File: src/sv/slu_pkg.sv
`timescale 1ns / 1ps
`default_nettype none

package slu_pkg;

  typedef enum logic [3:0] {
    PH_START        = 4'd0,
    PH_AFTER_PREFIX = 4'd1,
    PH_AT_SEEN      = 4'd2,
    PH_VERB_BODY    = 4'd3,
    PH_QUOTED       = 4'd4,
    PH_ESC_START    = 4'd5,
    PH_HEX_RUN      = 4'd6,
    PH_DEC_RUN      = 4'd7,
    PH_OCT_RUN      = 4'd8,
    PH_FIXED_HEX    = 4'd9,
    PH_CLOSED       = 4'd10,
    PH_SWALLOW      = 4'd11,
    PH_ERROR        = 4'd12
  } phase_t;

  typedef enum logic [1:0] {
    ST_OK           = 2'd0,
    ST_INVALID      = 2'd1,
    ST_HEX_EXPECTED = 2'd2
  } status_t;

  localparam logic [1:0] PFX_NONE = 2'd0;
  localparam logic [1:0] PFX_W    = 2'd1;
  localparam logic [1:0] PFX_U    = 2'd2;

  localparam logic KIND_CHAR    = 1'b0;
  localparam logic KIND_SUMMARY = 1'b1;

  localparam int CP_W = 21;

  localparam logic [CP_W-1:0] CH_AT     = CP_W'('h40);
  localparam logic [CP_W-1:0] CH_QUOTE  = CP_W'('h22);
  localparam logic [CP_W-1:0] CH_BSLASH = CP_W'('h5C);
  localparam logic [CP_W-1:0] CH_CR     = CP_W'('h0D);
  localparam logic [CP_W-1:0] CH_LF     = CP_W'('h0A);
  localparam logic [CP_W-1:0] CH_LO_W   = CP_W'('h77);
  localparam logic [CP_W-1:0] CH_LO_U   = CP_W'('h75);
  localparam logic [CP_W-1:0] CH_UP_U   = CP_W'('h55);
  localparam logic [CP_W-1:0] CH_LO_X   = CP_W'('h78);
  localparam logic [CP_W-1:0] CH_UP_X   = CP_W'('h58);
  localparam logic [CP_W-1:0] CH_LO_D   = CP_W'('h64);
  localparam logic [CP_W-1:0] CH_UP_D   = CP_W'('h44);
  localparam logic [CP_W-1:0] CH_LO_A   = CP_W'('h61);
  localparam logic [CP_W-1:0] CH_LO_B   = CP_W'('h62);
  localparam logic [CP_W-1:0] CH_LO_F   = CP_W'('h66);
  localparam logic [CP_W-1:0] CH_LO_N   = CP_W'('h6E);
  localparam logic [CP_W-1:0] CH_LO_R   = CP_W'('h72);
  localparam logic [CP_W-1:0] CH_LO_T   = CP_W'('h74);
  localparam logic [CP_W-1:0] CH_LO_V   = CP_W'('h76);
  localparam logic [CP_W-1:0] CH_0      = CP_W'('h30);
  localparam logic [CP_W-1:0] CH_7      = CP_W'('h37);
  localparam logic [CP_W-1:0] CH_9      = CP_W'('h39);
  localparam logic [CP_W-1:0] CH_UP_A   = CP_W'('h41);
  localparam logic [CP_W-1:0] CH_UP_F   = CP_W'('h46);

  typedef struct packed {
    logic        kind;
    logic [31:0] value;
    logic [1:0]  prefix;
    logic [1:0]  status;
    logic        last;
  } res_t;

  typedef struct packed {
    logic       ok;
    logic [3:0] val;
  } hex_t;

  function automatic hex_t hex_val(input logic [CP_W-1:0] c);
    hex_t h;
    h.ok  = 1'b1;
    h.val = c[3:0];
    if (c >= CH_0 && c <= CH_9) begin
      h.val = c[3:0];
    end else if ((c >= CH_UP_A && c <= CH_UP_F) || (c >= CH_LO_A && c <= CH_LO_F)) begin
      h.val = c[3:0] + 4'd9;
    end else begin
      h.ok = 1'b0;
    end
    return h;
  endfunction

endpackage

`default_nettype wire

File: src/sv/string_literal_unescaper.sv
// The results of an accepted item are registered into the result queue and offered in order.
// One item per cycle while each item gives at most one result and out_ready stays high;
//   an item that gives two or three results leaves the queue one result a cycle while out_ready is high.
// A four-entry result queue decouples the sides; input ready whenever three slots are free.
// Reset (synchronous, active high) returns the decoder to the start of a token and empties
//   the queue.
`timescale 1ns / 1ps
`default_nettype none

module string_literal_unescaper (
  input  wire logic        clk,
  input  wire logic        rst,
  input  wire logic        in_valid,
  output logic             in_ready,
  input  wire logic [20:0] code_point,
  input  wire logic        final_char,
  output logic             out_valid,
  input  wire logic        out_ready,
  output logic             kind,
  output logic [31:0]      decoded_char,
  output logic [1:0]       prefix_kind,
  output logic [1:0]       status,
  output logic             last_of_run
);

  // decoder state
  slu_pkg::phase_t phase, phase_next;
  logic [31:0]     escape_value, escape_value_next;
  logic [3:0]      digits_left, digits_left_next;
  logic [1:0]      seen_prefix, seen_prefix_next;
  logic [1:0]      error_code, error_code_next;

  // results of the current item, up to three
  slu_pkg::res_t   res [3];
  logic [1:0]      nres;

  // result queue
  slu_pkg::res_t   queue [4];
  logic [1:0]      wr_ptr, rd_ptr;
  logic [2:0]      count;

  logic accept, pop;

  assign accept   = in_valid & in_ready;
  assign pop      = out_valid & out_ready;
  assign in_ready = (count <= 3'd1);
  assign out_valid = (count != 3'd0);

  always_comb begin
    slu_pkg::hex_t h;
    logic          do_quoted;
    logic [31:0]   cp32;
    logic [31:0]   ctl;
    h         = slu_pkg::hex_val(code_point);
    do_quoted = 1'b0;
    cp32      = {11'd0, code_point};
    ctl       = cp32;

    phase_next        = phase;
    escape_value_next = escape_value;
    digits_left_next  = digits_left;
    seen_prefix_next  = seen_prefix;
    error_code_next   = error_code;
    nres              = 2'd0;
    for (int i = 0; i < 3; i++) begin
      res[i] = '0;
    end

    unique case (phase)
      slu_pkg::PH_START: begin
        if (code_point == slu_pkg::CH_LO_W) begin
          seen_prefix_next = slu_pkg::PFX_W;
          phase_next       = slu_pkg::PH_AFTER_PREFIX;
        end else if (code_point == slu_pkg::CH_LO_U) begin
          seen_prefix_next = slu_pkg::PFX_U;
          phase_next       = slu_pkg::PH_AFTER_PREFIX;
        end else if (code_point == slu_pkg::CH_AT) begin
          phase_next = slu_pkg::PH_AT_SEEN;
        end else if (code_point == slu_pkg::CH_QUOTE) begin
          phase_next = slu_pkg::PH_QUOTED;
        end else begin
          error_code_next = slu_pkg::ST_INVALID;
          phase_next      = slu_pkg::PH_ERROR;
        end
      end
      slu_pkg::PH_AFTER_PREFIX: begin
        if (code_point == slu_pkg::CH_AT) begin
          phase_next = slu_pkg::PH_AT_SEEN;
        end else if (code_point == slu_pkg::CH_QUOTE) begin
          phase_next = slu_pkg::PH_QUOTED;
        end else begin
          error_code_next = slu_pkg::ST_INVALID;
          phase_next      = slu_pkg::PH_ERROR;
        end
      end
      slu_pkg::PH_AT_SEEN: begin
        // '@' without a quote: rest of the token is dropped
        phase_next = (code_point == slu_pkg::CH_QUOTE) ? slu_pkg::PH_VERB_BODY
                                                       : slu_pkg::PH_SWALLOW;
      end
      slu_pkg::PH_VERB_BODY: begin
        if (code_point == slu_pkg::CH_QUOTE) begin
          phase_next = slu_pkg::PH_CLOSED;
        end else begin
          res[nres].kind  = slu_pkg::KIND_CHAR;
          res[nres].value = cp32;
          nres            = nres + 2'd1;
        end
      end
      slu_pkg::PH_QUOTED: begin
        do_quoted = 1'b1;
      end
      slu_pkg::PH_ESC_START: begin
        escape_value_next = '0;
        if (code_point == slu_pkg::CH_LO_X || code_point == slu_pkg::CH_UP_X) begin
          phase_next = slu_pkg::PH_HEX_RUN;
        end else if (code_point == slu_pkg::CH_LO_D || code_point == slu_pkg::CH_UP_D) begin
          phase_next = slu_pkg::PH_DEC_RUN;
        end else if (code_point >= slu_pkg::CH_0 && code_point <= slu_pkg::CH_7) begin
          escape_value_next = {29'd0, code_point[2:0]};
          phase_next        = slu_pkg::PH_OCT_RUN;
        end else if (code_point == slu_pkg::CH_LO_U) begin
          digits_left_next = 4'd4;
          phase_next       = slu_pkg::PH_FIXED_HEX;
        end else if (code_point == slu_pkg::CH_UP_U) begin
          digits_left_next = 4'd8;
          phase_next       = slu_pkg::PH_FIXED_HEX;
        end else begin
          case (code_point)
            slu_pkg::CH_LO_A: ctl = 32'd7;
            slu_pkg::CH_LO_B: ctl = 32'd8;
            slu_pkg::CH_LO_F: ctl = 32'd12;
            slu_pkg::CH_LO_N: ctl = 32'd10;
            slu_pkg::CH_LO_R: ctl = 32'd13;
            slu_pkg::CH_LO_T: ctl = 32'd9;
            slu_pkg::CH_LO_V: ctl = 32'd11;
            default:          ctl = cp32;
          endcase
          res[nres].kind  = slu_pkg::KIND_CHAR;
          res[nres].value = ctl;
          nres            = nres + 2'd1;
          phase_next      = slu_pkg::PH_QUOTED;
        end
      end
      slu_pkg::PH_HEX_RUN: begin
        if (h.ok) begin
          escape_value_next = {escape_value[27:0], h.val};
        end else begin
          res[nres].kind  = slu_pkg::KIND_CHAR;
          res[nres].value = escape_value;
          nres            = nres + 2'd1;
          do_quoted       = 1'b1;
        end
      end
      slu_pkg::PH_DEC_RUN: begin
        if (code_point >= slu_pkg::CH_0 && code_point <= slu_pkg::CH_9) begin
          escape_value_next = {escape_value[28:0], 3'd0} + {escape_value[30:0], 1'b0}
                            + {28'd0, code_point[3:0]};
        end else begin
          res[nres].kind  = slu_pkg::KIND_CHAR;
          res[nres].value = escape_value;
          nres            = nres + 2'd1;
          do_quoted       = 1'b1;
        end
      end
      slu_pkg::PH_OCT_RUN: begin
        if (code_point >= slu_pkg::CH_0 && code_point <= slu_pkg::CH_7) begin
          escape_value_next = {escape_value[28:0], code_point[2:0]};
        end else begin
          res[nres].kind  = slu_pkg::KIND_CHAR;
          res[nres].value = escape_value;
          nres            = nres + 2'd1;
          do_quoted       = 1'b1;
        end
      end
      slu_pkg::PH_FIXED_HEX: begin
        if (!h.ok) begin
          error_code_next = slu_pkg::ST_HEX_EXPECTED;
          phase_next      = slu_pkg::PH_ERROR;
        end else begin
          escape_value_next = {escape_value[27:0], h.val};
          if (digits_left != 4'd0) begin
            digits_left_next = digits_left - 4'd1;
          end
          if (digits_left <= 4'd1) begin
            res[nres].kind  = slu_pkg::KIND_CHAR;
            res[nres].value = {escape_value[27:0], h.val};
            nres            = nres + 2'd1;
            phase_next      = slu_pkg::PH_QUOTED;
          end
        end
      end
      slu_pkg::PH_CLOSED: begin
        error_code_next = slu_pkg::ST_INVALID;
        phase_next      = slu_pkg::PH_ERROR;
      end
      slu_pkg::PH_SWALLOW: begin
        phase_next = slu_pkg::PH_SWALLOW;
      end
      slu_pkg::PH_ERROR: begin
        phase_next = slu_pkg::PH_ERROR;
      end
      default: begin
        phase_next = slu_pkg::PH_ERROR;
      end
    endcase

    // body character, also the one that ended a numeric run
    if (do_quoted) begin
      if (code_point == slu_pkg::CH_BSLASH) begin
        phase_next = slu_pkg::PH_ESC_START;
      end else if (code_point == slu_pkg::CH_CR || code_point == slu_pkg::CH_LF) begin
        error_code_next = slu_pkg::ST_INVALID;
        phase_next      = slu_pkg::PH_ERROR;
      end else if (code_point == slu_pkg::CH_QUOTE) begin
        phase_next = slu_pkg::PH_CLOSED;
      end else begin
        res[nres].kind  = slu_pkg::KIND_CHAR;
        res[nres].value = cp32;
        nres            = nres + 2'd1;
        phase_next      = slu_pkg::PH_QUOTED;
      end
    end

    // end of token: flush pending escape, then summary
    if (final_char) begin
      case (phase_next) inside
        slu_pkg::PH_START, slu_pkg::PH_AFTER_PREFIX: begin
          error_code_next = slu_pkg::ST_INVALID;
        end
        slu_pkg::PH_ESC_START: begin
          res[nres].kind  = slu_pkg::KIND_CHAR;
          res[nres].value = '0;
          nres            = nres + 2'd1;
        end
        slu_pkg::PH_HEX_RUN, slu_pkg::PH_DEC_RUN, slu_pkg::PH_OCT_RUN: begin
          res[nres].kind  = slu_pkg::KIND_CHAR;
          res[nres].value = escape_value_next;
          nres            = nres + 2'd1;
        end
        slu_pkg::PH_FIXED_HEX: begin
          error_code_next = slu_pkg::ST_HEX_EXPECTED;
        end
        default: begin
          error_code_next = error_code_next;
        end
      endcase
      res[nres].kind   = slu_pkg::KIND_SUMMARY;
      res[nres].value  = '0;
      res[nres].status = error_code_next;
      nres             = nres + 2'd1;

      phase_next        = slu_pkg::PH_START;
      escape_value_next = '0;
      digits_left_next  = '0;
      seen_prefix_next  = slu_pkg::PFX_NONE;
      error_code_next   = slu_pkg::ST_OK;
    end

    // prefix is fixed before any result of the token; mark end of run
    for (int i = 0; i < 3; i++) begin
      res[i].prefix = seen_prefix_next;
      res[i].last   = (2'(i) == nres - 2'd1);
    end
    if (final_char) begin
      for (int i = 0; i < 3; i++) begin
        res[i].prefix = (phase == slu_pkg::PH_START) ?
                        ((code_point == slu_pkg::CH_LO_W) ? slu_pkg::PFX_W :
                         (code_point == slu_pkg::CH_LO_U) ? slu_pkg::PFX_U : slu_pkg::PFX_NONE)
                        : seen_prefix;
      end
    end
  end

  // decoder state register
  always_ff @(posedge clk) begin
    if (rst) begin
      phase        <= slu_pkg::PH_START;
      escape_value <= '0;
      digits_left  <= '0;
      seen_prefix  <= slu_pkg::PFX_NONE;
      error_code   <= slu_pkg::ST_OK;
    end else if (accept) begin
      phase        <= phase_next;
      escape_value <= escape_value_next;
      digits_left  <= digits_left_next;
      seen_prefix  <= seen_prefix_next;
      error_code   <= error_code_next;
    end
  end

  // result queue: up to three pushes, one pop per cycle
  always_ff @(posedge clk) begin
    if (accept) begin
      for (int i = 0; i < 3; i++) begin
        if (2'(i) < nres) begin
          queue[wr_ptr + 2'(i)] <= res[i];
        end
      end
    end
  end

  always_ff @(posedge clk) begin
    if (rst) begin
      wr_ptr <= '0;
      rd_ptr <= '0;
      count  <= '0;
    end else begin
      if (accept) begin
        wr_ptr <= wr_ptr + nres;
      end
      if (pop) begin
        rd_ptr <= rd_ptr + 2'd1;
      end
      count <= count + (accept ? {1'b0, nres} : 3'd0) - (pop ? 3'd1 : 3'd0);
    end
  end

  assign kind         = queue[rd_ptr].kind;
  assign decoded_char = queue[rd_ptr].value;
  assign prefix_kind  = queue[rd_ptr].prefix;
  assign status       = queue[rd_ptr].status;
  assign last_of_run  = queue[rd_ptr].last;

endmodule

`default_nettype wire

File: config.mk
export PLATFORM = sky130hd
export DESIGN_NAME = string_literal_unescaper
export DESIGN_NICKNAME = d
export VERILOG_FILES = /design/src/sv/slu_pkg.sv /design/src/sv/string_literal_unescaper.sv
export SDC_FILE = /design/constraint.sdc
export NUM_CORES = 1
export LEC_CHECK = 0
export BUFFER_PORTS_ARGS = -buffer_cell sky130_fd_sc_hd__buf_2
export CORE_AREA = 2 2 181 227
export CTS_CLUSTER_DIAMETER = 40
export DETAILED_ROUTE_END_ITERATION = 10
export DIE_AREA = 0 0 183 229
export PLACE_DENSITY = 0.54
export SLEW_MARGIN = 10
export SYNTH_ARGS = -nofsm -noshare
export SYNTH_HDL_FRONTEND = slang
export SYNTH_SLANG_ARGS = --single-unit
File: constraint.sdc
create_clock -name clk -period 16.7 [get_ports clk]
set_clock_uncertainty 0.05 [all_clocks]
set_input_delay 3.34 -clock clk [delete_from_list [all_inputs] [get_ports clk]]
set_output_delay 3.34 -clock clk [all_outputs]
set_load 0.005 [all_outputs]
==> flow_summary_export.csv <==
group,metric,value,unit
sta,whs,0.417,ns
critical_path,critPathSlowestCell,"a2111oi_1",
flow_run,drv_cap,0,
sta,rsz0062_at_grt,"false",
critical_path,crit_top_cell,"ha_1",
clocking,cts_setup_buffers,0,
synthesis,yosysSeqAreaShare,0.366,
floorplanning,ios,66,
synthesis,async_flop_share,0,
synthesis,synth.net_count,1806,
synthesis,dominantRegCellSynth,"edfxtp_1",
floorplanning,start_util,0.386,
critical_path,arrival,10.96,ns
synthesis,syn-mean-instance-area,9.01,µm²
power_and_ir_drop,comb_power_share,0.359,
clocking,ctsRootBufferMaster,"clkbuf_16",
critical_path,cp-end-kind,"register",
sta,period_needed,10.77,ns
floorplanning,die_height,229,µm
synthesis,ys.warnings.count,0,
synthesis,synth_edf_count,152,
synthesis,yosys.area.top_type_share,0.297,
clocking,tritoncts,"built",
routing,dr.first_iter.drc_count,1636,
synthesis,yosysUniqueCellTypes,99,
floorplanning,die_w,183,µm
power_and_ir_drop,leakagePower,0.00619,µW
power_and_ir_drop,p_int,1270,µW
routing,wire_per_inst,26.2,µm
routing,dr.pass1.iters,7,
power_and_ir_drop,switching_share,0.367,
final_layout,final_cell_mix,"278 x nor2_1, 152 x edfxtp_1, 138 x nand2_1, 123 x a22oi_1, 123 x a21oi_1",
routing,viasPerCell,6.51,
power_and_ir_drop,p_per_area,117,nW/µm²
clocking,cts_hold_buf,0,
clocking,h-tree-depth,1,
placed_design,hpwl,41600,µm
synthesis,ys_seq_elements,205,
critical_path,critPathMaxFanout,33,
power_and_ir_drop,max-vdd-ir-drop,0.0876,mV
synthesis,synth_area_leaders,"edfxtp_1 30%, dfxtp_1 6.9%, nor2_1 6.9%",
routing,ant_nets,0,
clocking,clk_transition_reported_paths,0.06,ns
floorplanning,die_area,41900,µm²
critical_path,path_delay_family,"simple AND/OR/NAND/NOR gates",
global_routing,antenna_found_initial,3,
final_layout,nets,1813,
global_routing,grt.overflow.total,0,
floorplanning,rows,82,
critical_path,crit_type,"input pin to register",
placed_design,portBuffers,65,
global_routing,grt_util_all_layers,0.276,
power_and_ir_drop,power.switching,736,µW
global_routing,grt_max_degree,53,
routing,routed_wl,58600,µm
power_and_ir_drop,clock_power_share,0.304,
sta,tightest_slew,1.12,ns
placed_design,place.gp.congestion,0.952,
routing,remaining_drc_errors,0,
global_routing,grt_pass1_vias,14100,
clocking,clk_latency,0.55,ns
final_layout,syn2layout_area_growth,11.4,%
synthesis,synth_top_area_cell,"edfxtp_1",
critical_path,crit_path_max_incr_delay,0.98,ns
clocking,clock-sinks,205,
final_layout,drive_gt1_frac,0.136,
critical_path,startpoint_type,"input pin",
clocking,clk_path_buf_depth,3,
synthesis,syn_area,15400,µm²
floorplanning,core-area,39800,µm²
synthesis,synth_cells,1703,
routing,vias,14500,
critical_path,cp.buffers_inverters,1,
clocking,cts_resized,0,
final_layout,layout_commonest_cell,"nor2_1",
sta,report.final.slew_viol_count,0,
final_layout,nFillCells,3969,
sta,max_clock_freq,0.0929,GHz
power_and_ir_drop,seqPwrFrac,0.337,
sta,hold_viol_final,0,
min_path,worstHoldPathType,"register to register",
critical_path,path_cells,"buf_2 -> nor4_1 -> nand4_2 -> a2111oi_1 -> a31o_2 -> or4_4 -> ha_1 -> o32ai_4 -> a21oi_1 -> nor2_1 -> ha_1 -> nand2b_1 -> o21ai_1 -> nand3_1 -> nor2_4 -> nor3_1",
sta,max-slew-margin-rel,0.254,
sta,finalCritPeriodShare,0.645,
run_status,status,"finished clean",
global_routing,grt_pass1_wl,88800,µm
clocking,cts_made_buffers,26,
sta,final.setup.tns,0,ns
sta,setup_violations,0,
critical_path,cp.required,16.90,ns
## sequential cells by signal, indices dropped and copies added (netlist names), named ones only
| signal | count |
|---|---|
| count | 3 |
| digits_left | 4 |
| error_code | 2 |
| escape_value | 32 |
| phase | 4 |
| queue | 152 |
| rd_ptr | 2 |
| seen_prefix | 2 |
| wr_ptr | 2 |
## layout make-up
class                      count  area (µm²)  share of cell area
multi-input combinational   1341        9180               0.537
sequential                   205        5630               0.329
clock buffer                  32         714              0.0418
tap                          504         631              0.0369
timing repair buffer          98         573              0.0335
clock inverter                16         226              0.0132
inverter                      38         145             0.00849
antenna                        1        2.50            0.000146
## synthesized netlist by cell type (9+ instances only)
master,number
nand4_1,12
nor2_1,281
a222oi_1,21
xnor2_1,21
buf_2,17
a31oi_1,26
inv_1,35
edfxtp_1,152
a221oi_1,12
mux4_2,38
dfxtp_1,53
a21o_1,20
a211oi_1,21
nand3_1,37
or3_1,13
and3_1,15
a221o_1,11
nor3_1,35
nand2b_1,11
o21ai_0,73
a22o_1,12
a22oi_1,123
nor2b_1,14
a21oi_1,125
nand2_1,139
and2_1,19
o21a_1,9
buf_1,9
ha_1,74
clkbuf_1,91
o22ai_1,16
o211ai_1,10
## final timing paths
path / endpoint / cells after the start / slack (ns) / from
min: digits_left[1]$_SDFFE_PP0P_ / 2 / 0.42 / digits_left[1]$_SDFFE_PP0P_
max: queue[3][11]$_DFFE_PP_ / 16 / 5.93 / code_point[10]
max reg2reg: queue[3][11]$_DFFE_PP_ / 15 / 8.54 / phase[3]$_SDFFE_PP0P_
min reg2reg: digits_left[1]$_SDFFE_PP0P_ / 2 / 0.42 / digits_left[1]$_SDFFE_PP0P_
## cells by family (layout without fill, tap and decap cells)
| family | count (synthesis) | in the layout | share of synthesized area |
|---|---|---|---|
| flops | 205 | 205 | 0.366 |
| simple gates | 624 | 624 | 0.191 |
| compound gates | 561 | 561 | 0.257 |
| other cells | 0 | 1 | 0 |
| fa+ha+maj | 77 | 77 | 0.0642 |
| mux | 49 | 49 | 0.0632 |
| buf+inv | 157 | 184 | 0.0405 |
| xor+xnor | 30 | 30 | 0.0183 |
## power by group through the flow
stage          registers, µW  clock network, µW  logic, µW
2_1_floorplan            670                  0        476
3_3_place_gp             683                  0        712
3_5_place_dp             686                  0        714
4_1_cts                  676                616        718
5_1_grt                  683                635        780
6_report                 676                611        720
## metrics by stage
step	power, µW	utilization	setup slack [ns]	area (µm²)	std cells
finish	2010	0.430	5.93	17100	2235
global route	2100	0.430	5.68	17100	2235
detailed placement	1400	0.406	5.38	16200	2186
global placement	1400	0.406	5.60	16200	2186
floorplan	1150	-	4.09	15400	1703
CTS	2010	0.429	5.96	17100	2234
## worst min-delay path, stage by stage, from the launching register on
cell	delay [ns]
dfxtp_1	0.31
nand2_1	0.06
a21oi_1	0.05
## layer usage
layer  part of all wire  global-route usage  up-vias  wire length (µm)
met3              0.072              0.0423      136              4230
li1                   -                   -     6567                 -
met1               0.41               0.362     7138             24300
met5            0.00019                   0        -                11
met4              0.039               0.110        2              2310
met2               0.47               0.456      705             27700
No activity file was read; power rests on OpenSTA's default activity.
